**src/rfa_pkg.sv**
```systemverilog
// Package for the rational fraction ALU: operation codes and width constants.
// No dependencies.
`default_nettype none
package rfa_pkg;
  localparam int OperandWidthDefault = 16;
  localparam int InWidth = 16;
  localparam int NumWidth = 32;
  localparam int DenWidth = 31;

  typedef enum logic [1:0] {
    KIND_ADD = 2'd0,
    KIND_MUL = 2'd1,
    KIND_EQ  = 2'd2,
    KIND_LT  = 2'd3
  } kind_t;
endpackage
`default_nettype wire

```
**src/rational_fraction_alu_core.sv**
```systemverilog
// Top level of the rational fraction ALU: normalize, combine, reduce.
// Depends on rfa_pkg and rfa_gcd.
`default_nettype none
// One beat per start; busy stays high until the result strobe. Add and multiply
// run the binary GCD steps and then the divide steps for both parts through
// rfa_gcd's single shift/subtract unit; a zero sum or product, the tests and a
// zero denominator finish without the GCD. The result is shown for one cycle
// with done high and cannot be held off.
module rational_fraction_alu_core import rfa_pkg::*; #(
  parameter int OPERAND_WIDTH = OperandWidthDefault
) (
  input  wire logic                        clk,
  input  wire logic                        rst,
  input  wire logic                        start,
  output logic                             busy,
  input  wire logic [1:0]                  kind,
  input  wire logic signed [InWidth-1:0]   a_num,
  input  wire logic signed [InWidth-1:0]   a_den,
  input  wire logic signed [InWidth-1:0]   b_num,
  input  wire logic signed [InWidth-1:0]   b_den,
  output logic                             done,
  output logic signed [NumWidth-1:0]       res_num,
  output logic [DenWidth-1:0]              res_den,
  output logic                             flag,
  output logic                             status
);
  localparam int OW = OPERAND_WIDTH;
  localparam int PW = 2 * OW + 1;
  localparam int GW = 64;

  typedef enum logic [2:0] {S_IDLE, S_MUL1, S_MUL2, S_COMB, S_GCD, S_WAIT} state_t;
  state_t state;

  logic [1:0] k;
  logic an, bn;
  logic [OW:0] am, ad, bm, bd;
  logic [PW-1:0] p1, p2, p3;
  logic rneg;
  logic [GW-1:0] rmag, rden;
  logic gcd_go, gcd_done;
  logic [GW-1:0] gx, gy;

  logic signed [OW-1:0] san, sad, sbn, sbd;
  assign san = a_num[OW-1:0];
  assign sad = a_den[OW-1:0];
  assign sbn = b_num[OW-1:0];
  assign sbd = b_den[OW-1:0];

  function automatic logic [OW:0] mag(input logic signed [OW-1:0] x);
    logic signed [OW:0] e;
    e = {x[OW-1], x};
    return e[OW] ? -e : e;
  endfunction

  rfa_gcd #(.W(GW)) u_gcd (.clk(clk), .rst(rst), .go(gcd_go), .x_in(rmag), .y_in(rden),
    .done(gcd_done), .x_out(gx), .y_out(gy));

  logic signed [PW:0] lhs, rhs;
  assign lhs = an ? -$signed({1'b0, p1}) : $signed({1'b0, p1});
  assign rhs = bn ? -$signed({1'b0, p2}) : $signed({1'b0, p2});
  logic [GW-1:0] s1, s2;
  assign s1 = (ad == bd) ? GW'(am) : GW'(p1);
  assign s2 = (ad == bd) ? GW'(bm) : GW'(p2);

  always_ff @(posedge clk) begin
    done <= 1'b0;
    gcd_go <= 1'b0;
    if (rst) begin
      state <= S_IDLE;
      busy <= 1'b0;
    end else begin
      unique case (state)
        S_IDLE: if (start) begin
          busy <= 1'b1;
          k <= kind;
          if (san == '0) begin an <= 1'b0; am <= '0; ad <= (OW+1)'(1); end
          else begin an <= san[OW-1] ^ sad[OW-1]; am <= mag(san); ad <= mag(sad); end
          if (sbn == '0) begin bn <= 1'b0; bm <= '0; bd <= (OW+1)'(1); end
          else begin bn <= sbn[OW-1] ^ sbd[OW-1]; bm <= mag(sbn); bd <= mag(sbd); end
          state <= S_MUL1;
        end
        S_MUL1: begin
          if (ad == '0 || bd == '0) begin
            done <= 1'b1; status <= 1'b1; flag <= 1'b0;
            res_num <= '0; res_den <= '0; busy <= 1'b0; state <= S_IDLE;
          end else begin
            p1 <= PW'(k == KIND_MUL ? am * bm : am * bd);
            p2 <= PW'(bm * ad);
            state <= S_MUL2;
          end
        end
        S_MUL2: begin
          p3 <= PW'(ad * bd);
          state <= S_COMB;
        end
        S_COMB: begin
          status <= 1'b0;
          unique case (kind_t'(k))
            KIND_EQ, KIND_LT: begin
              flag <= (k == KIND_EQ) ? (an == bn && am == bm && ad == bd) : (lhs < rhs);
              res_num <= '0; res_den <= '0; done <= 1'b1; busy <= 1'b0;
              state <= S_IDLE;
            end
            KIND_MUL: begin
              rmag <= GW'(p1); rneg <= (p1 != '0) && (an ^ bn);
              rden <= GW'(p3); state <= S_GCD;
            end
            default: begin
              rden <= (ad == bd) ? GW'(ad) : GW'(p3);
              if (an == bn) begin rneg <= an; rmag <= s1 + s2; end
              else if (s1 >= s2) begin rneg <= an && (s1 != s2); rmag <= s1 - s2; end
              else begin rneg <= bn; rmag <= s2 - s1; end
              state <= S_GCD;
            end
          endcase
        end
        S_GCD: begin
          flag <= 1'b0;
          if (rmag == '0) begin
            res_num <= '0; res_den <= rden[DenWidth-1:0];
            done <= 1'b1; busy <= 1'b0; state <= S_IDLE;
          end else begin
            gcd_go <= 1'b1; state <= S_WAIT;
          end
        end
        S_WAIT: if (gcd_done) begin
          res_num <= rneg ? -gx[NumWidth-1:0] : gx[NumWidth-1:0];
          res_den <= gy[DenWidth-1:0];
          done <= 1'b1; busy <= 1'b0; state <= S_IDLE;
        end
        default: state <= S_IDLE;
      endcase
    end
  end

`ifndef SYNTHESIS
  a_busy_done: assert property (@(posedge clk) disable iff (rst)
    done |-> !busy) else $error("done while busy");
  a_start_busy: assert property (@(posedge clk) disable iff (rst)
    (start && !busy) |=> busy) else $error("accepted beat not busy");
  a_err_zero: assert property (@(posedge clk) disable iff (rst)
    (done && status) |-> (res_num == '0 && !flag)) else $error("error result nonzero");
`endif
endmodule
`default_nettype wire

```
**src/rfa_gcd.sv**
```systemverilog
// Iterative binary GCD with exact division of both inputs by the GCD.
// Depends on rfa_pkg.
`default_nettype none
module rfa_gcd import rfa_pkg::*; #(
  parameter int W = 64
) (
  input  wire logic         clk,
  input  wire logic         rst,
  input  wire logic         go,
  input  wire logic [W-1:0] x_in,
  input  wire logic [W-1:0] y_in,
  output logic              done,
  output logic [W-1:0]      x_out,
  output logic [W-1:0]      y_out
);
  localparam int CW = $clog2(W + 1);

  typedef enum logic [2:0] {S_IDLE, S_TWO, S_SUB, S_DIVX, S_DIVY} gstate_t;
  gstate_t state;

  logic [W-1:0] u, v, xs, ys, g, q, rem;
  logic [CW-1:0] sh, cnt;
  logic [W-1:0] rem_sh;
  logic [W:0]   trial;

  assign rem_sh = {rem[W-2:0], 1'b0};

  // one restoring-divide step per cycle shares the same subtractor width
  always_comb begin
    trial = {1'b0, rem_sh} | {{W{1'b0}}, q[W-1]};
    trial = trial - {1'b0, g};
  end

  always_ff @(posedge clk) begin
    done <= 1'b0;
    if (rst) begin
      state <= S_IDLE;
      cnt <= '0;
    end else begin
      unique case (state)
        S_IDLE: if (go) begin
          u <= x_in; v <= y_in; xs <= x_in; ys <= y_in; sh <= '0;
          state <= S_TWO;
        end
        S_TWO: begin
          if (!u[0] && !v[0]) begin
            u <= u >> 1; v <= v >> 1; sh <= sh + 1'b1;
          end else state <= S_SUB;
        end
        S_SUB: begin
          if (!u[0]) u <= u >> 1;
          else if (!v[0]) v <= v >> 1;
          else if (u == v) begin
            g <= u << sh;
            q <= xs; rem <= '0; cnt <= '0;
            state <= S_DIVX;
          end else if (u > v) u <= (u - v) >> 1;
          else v <= (v - u) >> 1;
        end
        S_DIVX, S_DIVY: begin
          if (!trial[W]) begin
            rem <= trial[W-1:0]; q <= {q[W-2:0], 1'b1};
          end else begin
            rem <= rem_sh | {{(W-1){1'b0}}, q[W-1]}; q <= {q[W-2:0], 1'b0};
          end
          cnt <= cnt + 1'b1;
          if (cnt == CW'(W - 1)) begin
            cnt <= '0; rem <= '0;
            if (state == S_DIVX) begin
              x_out <= {q[W-2:0], ~trial[W]};
              q <= ys; state <= S_DIVY;
            end else begin
              y_out <= {q[W-2:0], ~trial[W]};
              done <= 1'b1; state <= S_IDLE;
            end
          end
        end
        default: state <= S_IDLE;
      endcase
    end
  end

`ifndef SYNTHESIS
  a_done_from_divy: assert property (@(posedge clk) disable iff (rst)
    done |-> $past(state) == S_DIVY) else $error("gcd done out of sequence");
  a_go_idle: assert property (@(posedge clk) disable iff (rst)
    (state == S_SUB) |=> state != S_TWO) else $error("gcd state regressed");
  a_cnt_idle: assert property (@(posedge clk) disable iff (rst)
    (state == S_IDLE) |-> cnt == '0) else $error("gcd counter not clear");
`endif
endmodule
`default_nettype wire

```
**config.mk**
```make
export PLATFORM = sky130hd
export DESIGN_NAME = rational_fraction_alu_core
export DESIGN_NICKNAME = d
export VERILOG_FILES = /design/src/rfa_pkg.sv /design/src/rational_fraction_alu_core.sv /design/src/rfa_gcd.sv
export SDC_FILE = /design/constraint.sdc
export NUM_CORES = 2
export LEC_CHECK = 0
export BUFFER_PORTS_ARGS = -buffer_cell sky130_fd_sc_hd__buf_4
export CORE_ASPECT_RATIO = 1.2
export CORE_MARGIN = 2
export CORE_UTILIZATION = 40
export CTS_CLUSTER_DIAMETER = 30
export DETAILED_ROUTE_END_ITERATION = 8
export GPL_TIMING_DRIVEN = 0
export PLACE_DENSITY = 0.55
export SKIP_CTS_REPAIR_TIMING = 1
export SYNTH_ARGS = -nofsm -noshare
export SYNTH_HDL_FRONTEND = slang
export SYNTH_SLANG_ARGS = --single-unit
```
**constraint.sdc**
```tcl
create_clock -name clk -period 10.34 [get_ports clk]
set_clock_uncertainty 0.1 [all_clocks]
set_input_delay 3.102 -clock clk [delete_from_list [all_inputs] [get_ports clk]]
set_output_delay 3.102 -clock clk [all_outputs]
set_load 0.01 [all_outputs]
```
* Word level (Yosys, flattened, before mapping) *
Index checks and enable logic that the tools add are counted.
W data, S select, Z words.

storage, ports and cells
  flip-flop bits (word level) = 899
  latch bits = 0
  RAM bits = 0
  bits in read-only memories = 0
  input bits = 69
  output and inout port bits = 67
  word-level logic and storage cells = 262
  memories kept = 0

operators by class
  $add $sub $neg = 15
  multipliers = 4
  divide/modulo/power cells = 0
  order comparisons = 3
  equal/unequal tests = 35
  shifts and indexed selects = 1
  muxes and demuxes = 95
  bitwise operators = 17
  reduce and logical (&&, ||, !) cells = 52

operator list
  operator           number
  $mux W64           19
  $pmux W64 S2       3
  $pmux W64 S3       2
  $mux W63           5
  $mux W32           5
  $mul A17 B17 Y33   4
  $mux W33           4
  $pmux W32 S4       1
  $sub A64 B64 Y64   2
  $pmux W63 S2       1
  $mux W31           4
  $pmux W31 S4       1
  $mux W34           2
  $neg A16 Y17       4
  $neg A33 Y34       2
  $sub A33 B33 Y34   2
  $sub A64 B64 Y65   1
  $eq A64 B64 Y1     1
  $gt A64 B64 Y1     1
  $logic_not A64 Y1  1
  $or A64 B1 Y64     1
  $shl A64 B7 Y64    1
  $or A63 B1 Y63     1
  $mux W15           4
  other kinds (49)   150

* Logic depth before layout (Yosys ltp) *
  depth in word-level cells = 7
  gate-level depth with buffers = 27
  gate-level depth less buffers = 25

* Modules after synthesis *
From an unflattened synthesis, not the netlist that was laid out.

unflattened totals
  cells, all modules = 10556
  area, all modules = 97081.9 µm²

by module, submodules not included
  module                      times used  cells each  area each (µm²)  seq. area each (µm²)
  rational_fraction_alu_core  1           6725        59429.5          9278.9
  rfa_gcd                     1           3831        37652.4          17697.0

* Worst setup path after synthesis *
OpenSTA, ideal clock, no wires.

  path kind = input port to flip-flop
  from = input rst
  to = register ad[0], enable pin
  setup time = 0.679 ns
  data arrival time = 10.320 ns
  required time = 9.561 ns
  path slack = -0.759 ns
  cell stages on the path = 3
  path buffers = 2
  path through = clkbuf_1 > clkbuf_1 > nor4_1

between the ends
  word-level cells in the longest chain between the ends = 2

RTL lines
  what                                line                              text
  from (decl)                         rational_fraction_alu_core.sv:13  input wire logic rst,
  $not A1 Y1 (no source line)         -
  $reduce_and A3 Y1 (no source line)  -
  to (signal assigned)                rational_fraction_alu_core.sv:77  else begin an <= san[OW-1] ^ sad[OW-1]; am <= mag(san); ad <= mag(sad); end
  to (decl)                           rational_fraction_alu_core.sv:36  logic [OW:0] am, ad, bm, bd;

No other way between the ends.
A chain may end at the register's enable or synchronous reset.

* Final worst setup path *
  from = register bd[4]
  to = register rmag[15] (data pin)

between the ends
  word-level cells in the longest chain between the ends = 6
  elaborated cells on any way between the ends = 10
  those cells by class = add/sub: 3; order compare: 1; eq/ne: 1; mux: 5

RTL lines
  what                                            line                                                                text
  from (decl)                                     rational_fraction_alu_core.sv:36
  from (signal assigned)                          rational_fraction_alu_core.sv:79                                    else begin bn <= sbn[OW-1] ^ sbd[OW-1]; bm <= mag(sbn); bd <= mag(sbd); end
  $eq A17 B17 Y1 (*)                              rational_fraction_alu_core.sv:62, rational_fraction_alu_core.sv:63
  $mux W33 (on tied branches)                     rational_fraction_alu_core.sv:63, rational_fraction_alu_core.sv:62
  $sub A33 B33 Y34, or another cell as far along  rational_fraction_alu_core.sv:112                                   else begin rneg <= bn; rmag <= s2 - s1; end
  $mux W64                                        rational_fraction_alu_core.sv:111                                   else if (s1 >= s2) begin rneg <= an && (s1 != s2); rmag <= s1 - s2; end
  $mux W64 (*)                                    rational_fraction_alu_core.sv:110                                   if (an == bn) begin rneg <= an; rmag <= s1 + s2; end
  $pmux W64 S2 (*)                                rational_fraction_alu_core.sv:98                                    unique case (kind_t'(k))
  to (signal assigned)                            rational_fraction_alu_core.sv:110
  to (signal assigned)                            rational_fraction_alu_core.sv:111
  to (signal assigned)                            rational_fraction_alu_core.sv:112
  to (decl)                                       rational_fraction_alu_core.sv:39                                    logic [GW-1:0] rmag, rden;

Every way passes the cells marked *; elsewhere a longest branch is shown, timed or not.

==> summary.md <==
| Metric | Value |
|---|---|
| Post-synthesis mux area share | 2.388% |
| Die area | 232800 µm² |
| Vias | slightly below 80k |
| Register area share after synthesis | between 20% and 30% |
| Vias in the first global route | 78.52k |
| Slew HR | less than 1% |
| Clk pwr share | a little under a fifth |
| Sw frac | 48.85% |
| Critical Path Source Type | flop |
| H-tree depth | 4 |
| Initial core utilization | 40.22% |
| Max-cap violations | 1 |
| Initial antenna violation count | 19 |
| Leakage | 46.07 nW |
| Req. time, crit path | 10.76 ns |
| Layout area overhead | 12.84% |
| First-pass GRT wire length | 538.2 mm |
| Post-DP HPWL | 307.6 mm |
| Drt initial violations | just under 7k |
| Placed cell areas | a little under 100000 µm² |
| CTS Buffer Depth | 4 |
| Final Hold Viols | 0 |
| Synthesized-area fraction occupied by adder cells | between 30 and 40% |
| Fillers | 22.35k |
| Fmax | 98.62 MHz |
| Final Critical Period | about 10 ns |
| Seq cells post-synth | 778 |
| Failing checks | capacitance limit |
| Reg power frac | between 10% and 20% |
| Routed length per placed instance | 27.38 µm |
| Reg area | 23190 µm² |
| Post-synth EDFFs | between 700 and 800 |
| Top area cells in the synthesized netlist | edfxtp_1 (25%), fa_1 (20%), ha_1 (11%) |
| Die height | 528.2 µm |
| Number of detailed-route iterations in the first pass | 6 |
| Yosys top cell area share | 24.95% |
| Endpoints failing setup | 0 |
| RePlAce Congestion | 1.015 |
| Final Max Tran Viols | 0 |
| Outcome | finished with violations |
| Clock-pin slew on the worst setup and hold paths | about 0.050 ns |
| Drt total wl | 374.7 mm |
| IO Port Bufs | between 100 and 150 |
| XOR/XNOR Fraction of Synth Area | 4.504% |
| # rows | ~190 |
| Net Switching | 15.30 mW |
| TritonCTS Buffers | 185 |
| Pwr dens | around 300 nW/µm² |
| Worst-margin pin slew | 1.458 ns |
| Antenna Nets Post-Route | 0 |
| WS Path Type | reg2reg |
| Synth warnings | 0 |
| Pin count of the biggest net entering global routing | 65 |
| Main flop type after synthesis | edfxtp_1 |
| Clk_lat worst skew | 0.84 ns |
| Worst hold slack | around 0.32 ns |
| Async set-or-reset flop fraction in the synthesized netlist | 0% |
| Yosys cell types | 89 |
| Fin nets | 12.27k |
| Internal | 16.02 mW |
| Grt total ovfl | 0 |
| Clock sinks | 778 |
| CTS tree | done |
| Mapped Area | slightly above 90000 µm² |
| # DRC | 0 |
| Simple-Gate Fraction of Synth Area | 15.46% |
| Post-synthesis compound-gate area fraction | 13.40% |
| Total design power | 31.32 mW |
| Root Driver | clkbuf_16 |
| Finished Cell Area | a little over 100000 µm² |
| Vias per cell | 5.659 |
| I/O pin count | 136 |
| Worst Path Arrival | 10.56 ns |
| Gr usage total | 31.83% |
| VDD IR-drop max | 394.4 µV |
| Core area | 227700 µm² |
| Die width | 440.8 µm |
| Multi-input logic area | about 61000 µm² |
| Dominant cell type by area after synthesis | edfxtp_1 |
| Share of cells above drive strength 1 | 5.897% |
| Nature of the critical path endpoint | flop |
| RSZ-0062 raised after global routing | no |
| Cells after Synth | 10.15k |
| Min-delay worst type | reg2reg |
| Crit path max fanout | 10 |
| Period Utilization, post-route | 98.06% |
| Comb power frac | 66.4% |
| Main combinational cell family by area after synthesis | adder cells |
| Syn Area/Cell | 9.022 µm² |
## cells in the final DEF (no fill, tap or decap), types with 24 or more instances in the layout
| master | count |
|---|---|
| a211oi_1 | 74 |
| a21o_1 | 222 |
| a21oi_1 | 538 |
| a22o_1 | 42 |
| a22oi_1 | 104 |
| a31oi_1 | 57 |
| and2_1 | 507 |
| and3_1 | 36 |
| buf_1 | 29 |
| buf_4 | 145 |
| clkbuf_1 | 530 |
| clkbuf_16 | 189 |
| clkinv_2 | 32 |
| clkinvlp_4 | 26 |
| edfxtp_1 | 761 |
| fa_1 | 898 |
| ha_1 | 786 |
| inv_1 | 1533 |
| mux2_2 | 26 |
| mux2i_1 | 88 |
| mux4_2 | 45 |
| nand2_1 | 1341 |
| nand2b_1 | 73 |
| nand3_1 | 85 |
| nand4_1 | 67 |
| nor2_1 | 543 |
| nor2b_1 | 73 |
| nor3_1 | 106 |
| nor4_1 | 42 |
| o21a_1 | 49 |
| o21ai_0 | 473 |
| o21bai_1 | 71 |
| o31ai_1 | 67 |
| o41ai_1 | 25 |
| or3_1 | 49 |
| or4_1 | 24 |
| xnor2_1 | 287 |
| xor2_1 | 184 |
## stage by stage
stage / worst slack, ns / instances / util (%) / TNS, ns
global placement: -5.611 / 13290 / 42.32 / -868.02
global route: 0.1174 / 13670 / 45.37 / 0
finish: 0.2001 / 13690 / 45.38 / 0
floorplan: 0.2961 / 10150 / - / 0
detailed placement: 0.5963 / 13340 / 42.65 / 0
CTS: 0.5526 / 13670 / 45.37 / 0
## path summary, 6_finish.rpt
path	end	cells past startpoint	slack (ns)	start
max	rmag[15]$_DFFE_PP_	22	0.20	bd[4]$_SDFFCE_PP0P_
min	u_gcd.x_out[2]$_DFFE_PP_	0	0.32	u_gcd.q[1]$_DFFE_PP_
max reg2reg	rmag[15]$_DFFE_PP_	22	0.20	bd[4]$_SDFFCE_PP0P_
min reg2reg	u_gcd.x_out[2]$_DFFE_PP_	0	0.32	u_gcd.q[1]$_DFFE_PP_
## final cells by class
class                           instances  area share (%)
Multi-Input combinational cell       7289           58.74
Sequential cell                       778           22.44
Inverter                             1537           5.582
Clock buffer                          204           4.650
Tap cell                             3007           3.640
Buffer                                549           2.000
Timing Repair Buffer                  179           1.571
Clock inverter                        130           1.344
Antenna cell                           13         0.03148
## power by group through the flow
stage          clock (mW)  sequential, mW  combinational, mW
2_1_floorplan           0            4.49               14.1
3_3_place_gp            0            4.74               20.2
3_5_place_dp            0            4.72               20.4
4_1_cts              5.92            4.67               20.5
5_1_grt              6.08            4.67               23.0
6_report             5.84            4.67               20.8
## sequential cells by signal, summed over array words and instances (netlist names), 31 cells and up
register / flops
u_gcd.u: 64
res_den: 31
u_gcd.ys: 33
res_num: 32
p1: 33
rmag: 35
u_gcd.rem: 63
u_gcd.y_out: 31
p2: 33
u_gcd.g: 64
u_gcd.x_out: 32
u_gcd.q: 64
rden: 33
u_gcd.xs: 35
p3: 33
u_gcd.v: 63
## worst max-delay path, stage by stage, from the launching register on
cell      delay, ns
edfxtp_1       0.95
ha_1           0.38
nor4_1         0.22
nand2_1        0.14
nor3_1         0.74
buf_1          0.68
clkbuf_1       0.41
nand2_1        0.15
nand2_1        0.17
ha_1           0.34
nor4_1         0.81
nand4_1        0.54
nor4_1         0.48
nor2_1         0.10
a31oi_1        0.38
and2_1         0.19
clkbuf_1       0.35
clkbuf_1       0.80
clkbuf_1       0.76
nor2_1         0.11
o31ai_1        0.32
xnor2_1        0.12
a21oi_1        0.56
## per-layer routing
| layer | vias to the layer above | part of all wire (%) | GRT usage (%) |
|---|---|---|---|
| met5 | - | 0.011 | 0 |
| met4 | 6 | 8.5 | 22.37 |
| met3 | 978 | 6.7 | 4.983 |
| met2 | 3323 | 48 | 53.51 |
| met1 | 38680 | 37 | 36.99 |
| li1 | 34460 | - | - |
## Yosys cell counts, types with 29 or more instances
master and instances:
nor3_1 107, a21o_1 222, nand2b_1 73, nor2b_1 73
fa_1 898, mux2i_1 88, inv_1 1533, ha_1 786
o31ai_1 67, mux4_2 45, a21oi_1 538, a211oi_1 74
buf_1 29, nand2_1 1341, o21bai_1 71, nand4_1 67
o21ai_0 474, o21a_1 49, a22o_1 42, clkbuf_1 517
nand3_1 85, or3_1 49, edfxtp_1 761, and2_1 508
and3_1 36, nor4_1 48, a31oi_1 58, xor2_1 184
nor2_1 547, a22oi_1 104, xnor2_1 287
## cells by family after synthesis
| kind of cell | count (synthesis) |
|---|---|
| AO/OA/AOI/OAI | 1943 |
| adder cells (fa/ha/maj) | 1684 |
| other | 1 |
| flip-flops | 778 |
| multiplexers | 159 |
| AND/OR/NAND/NOR | 3030 |
| buffers and inverters | 2086 |
| XOR/XNOR | 471 |
Power figures use the tool's default switching activity.
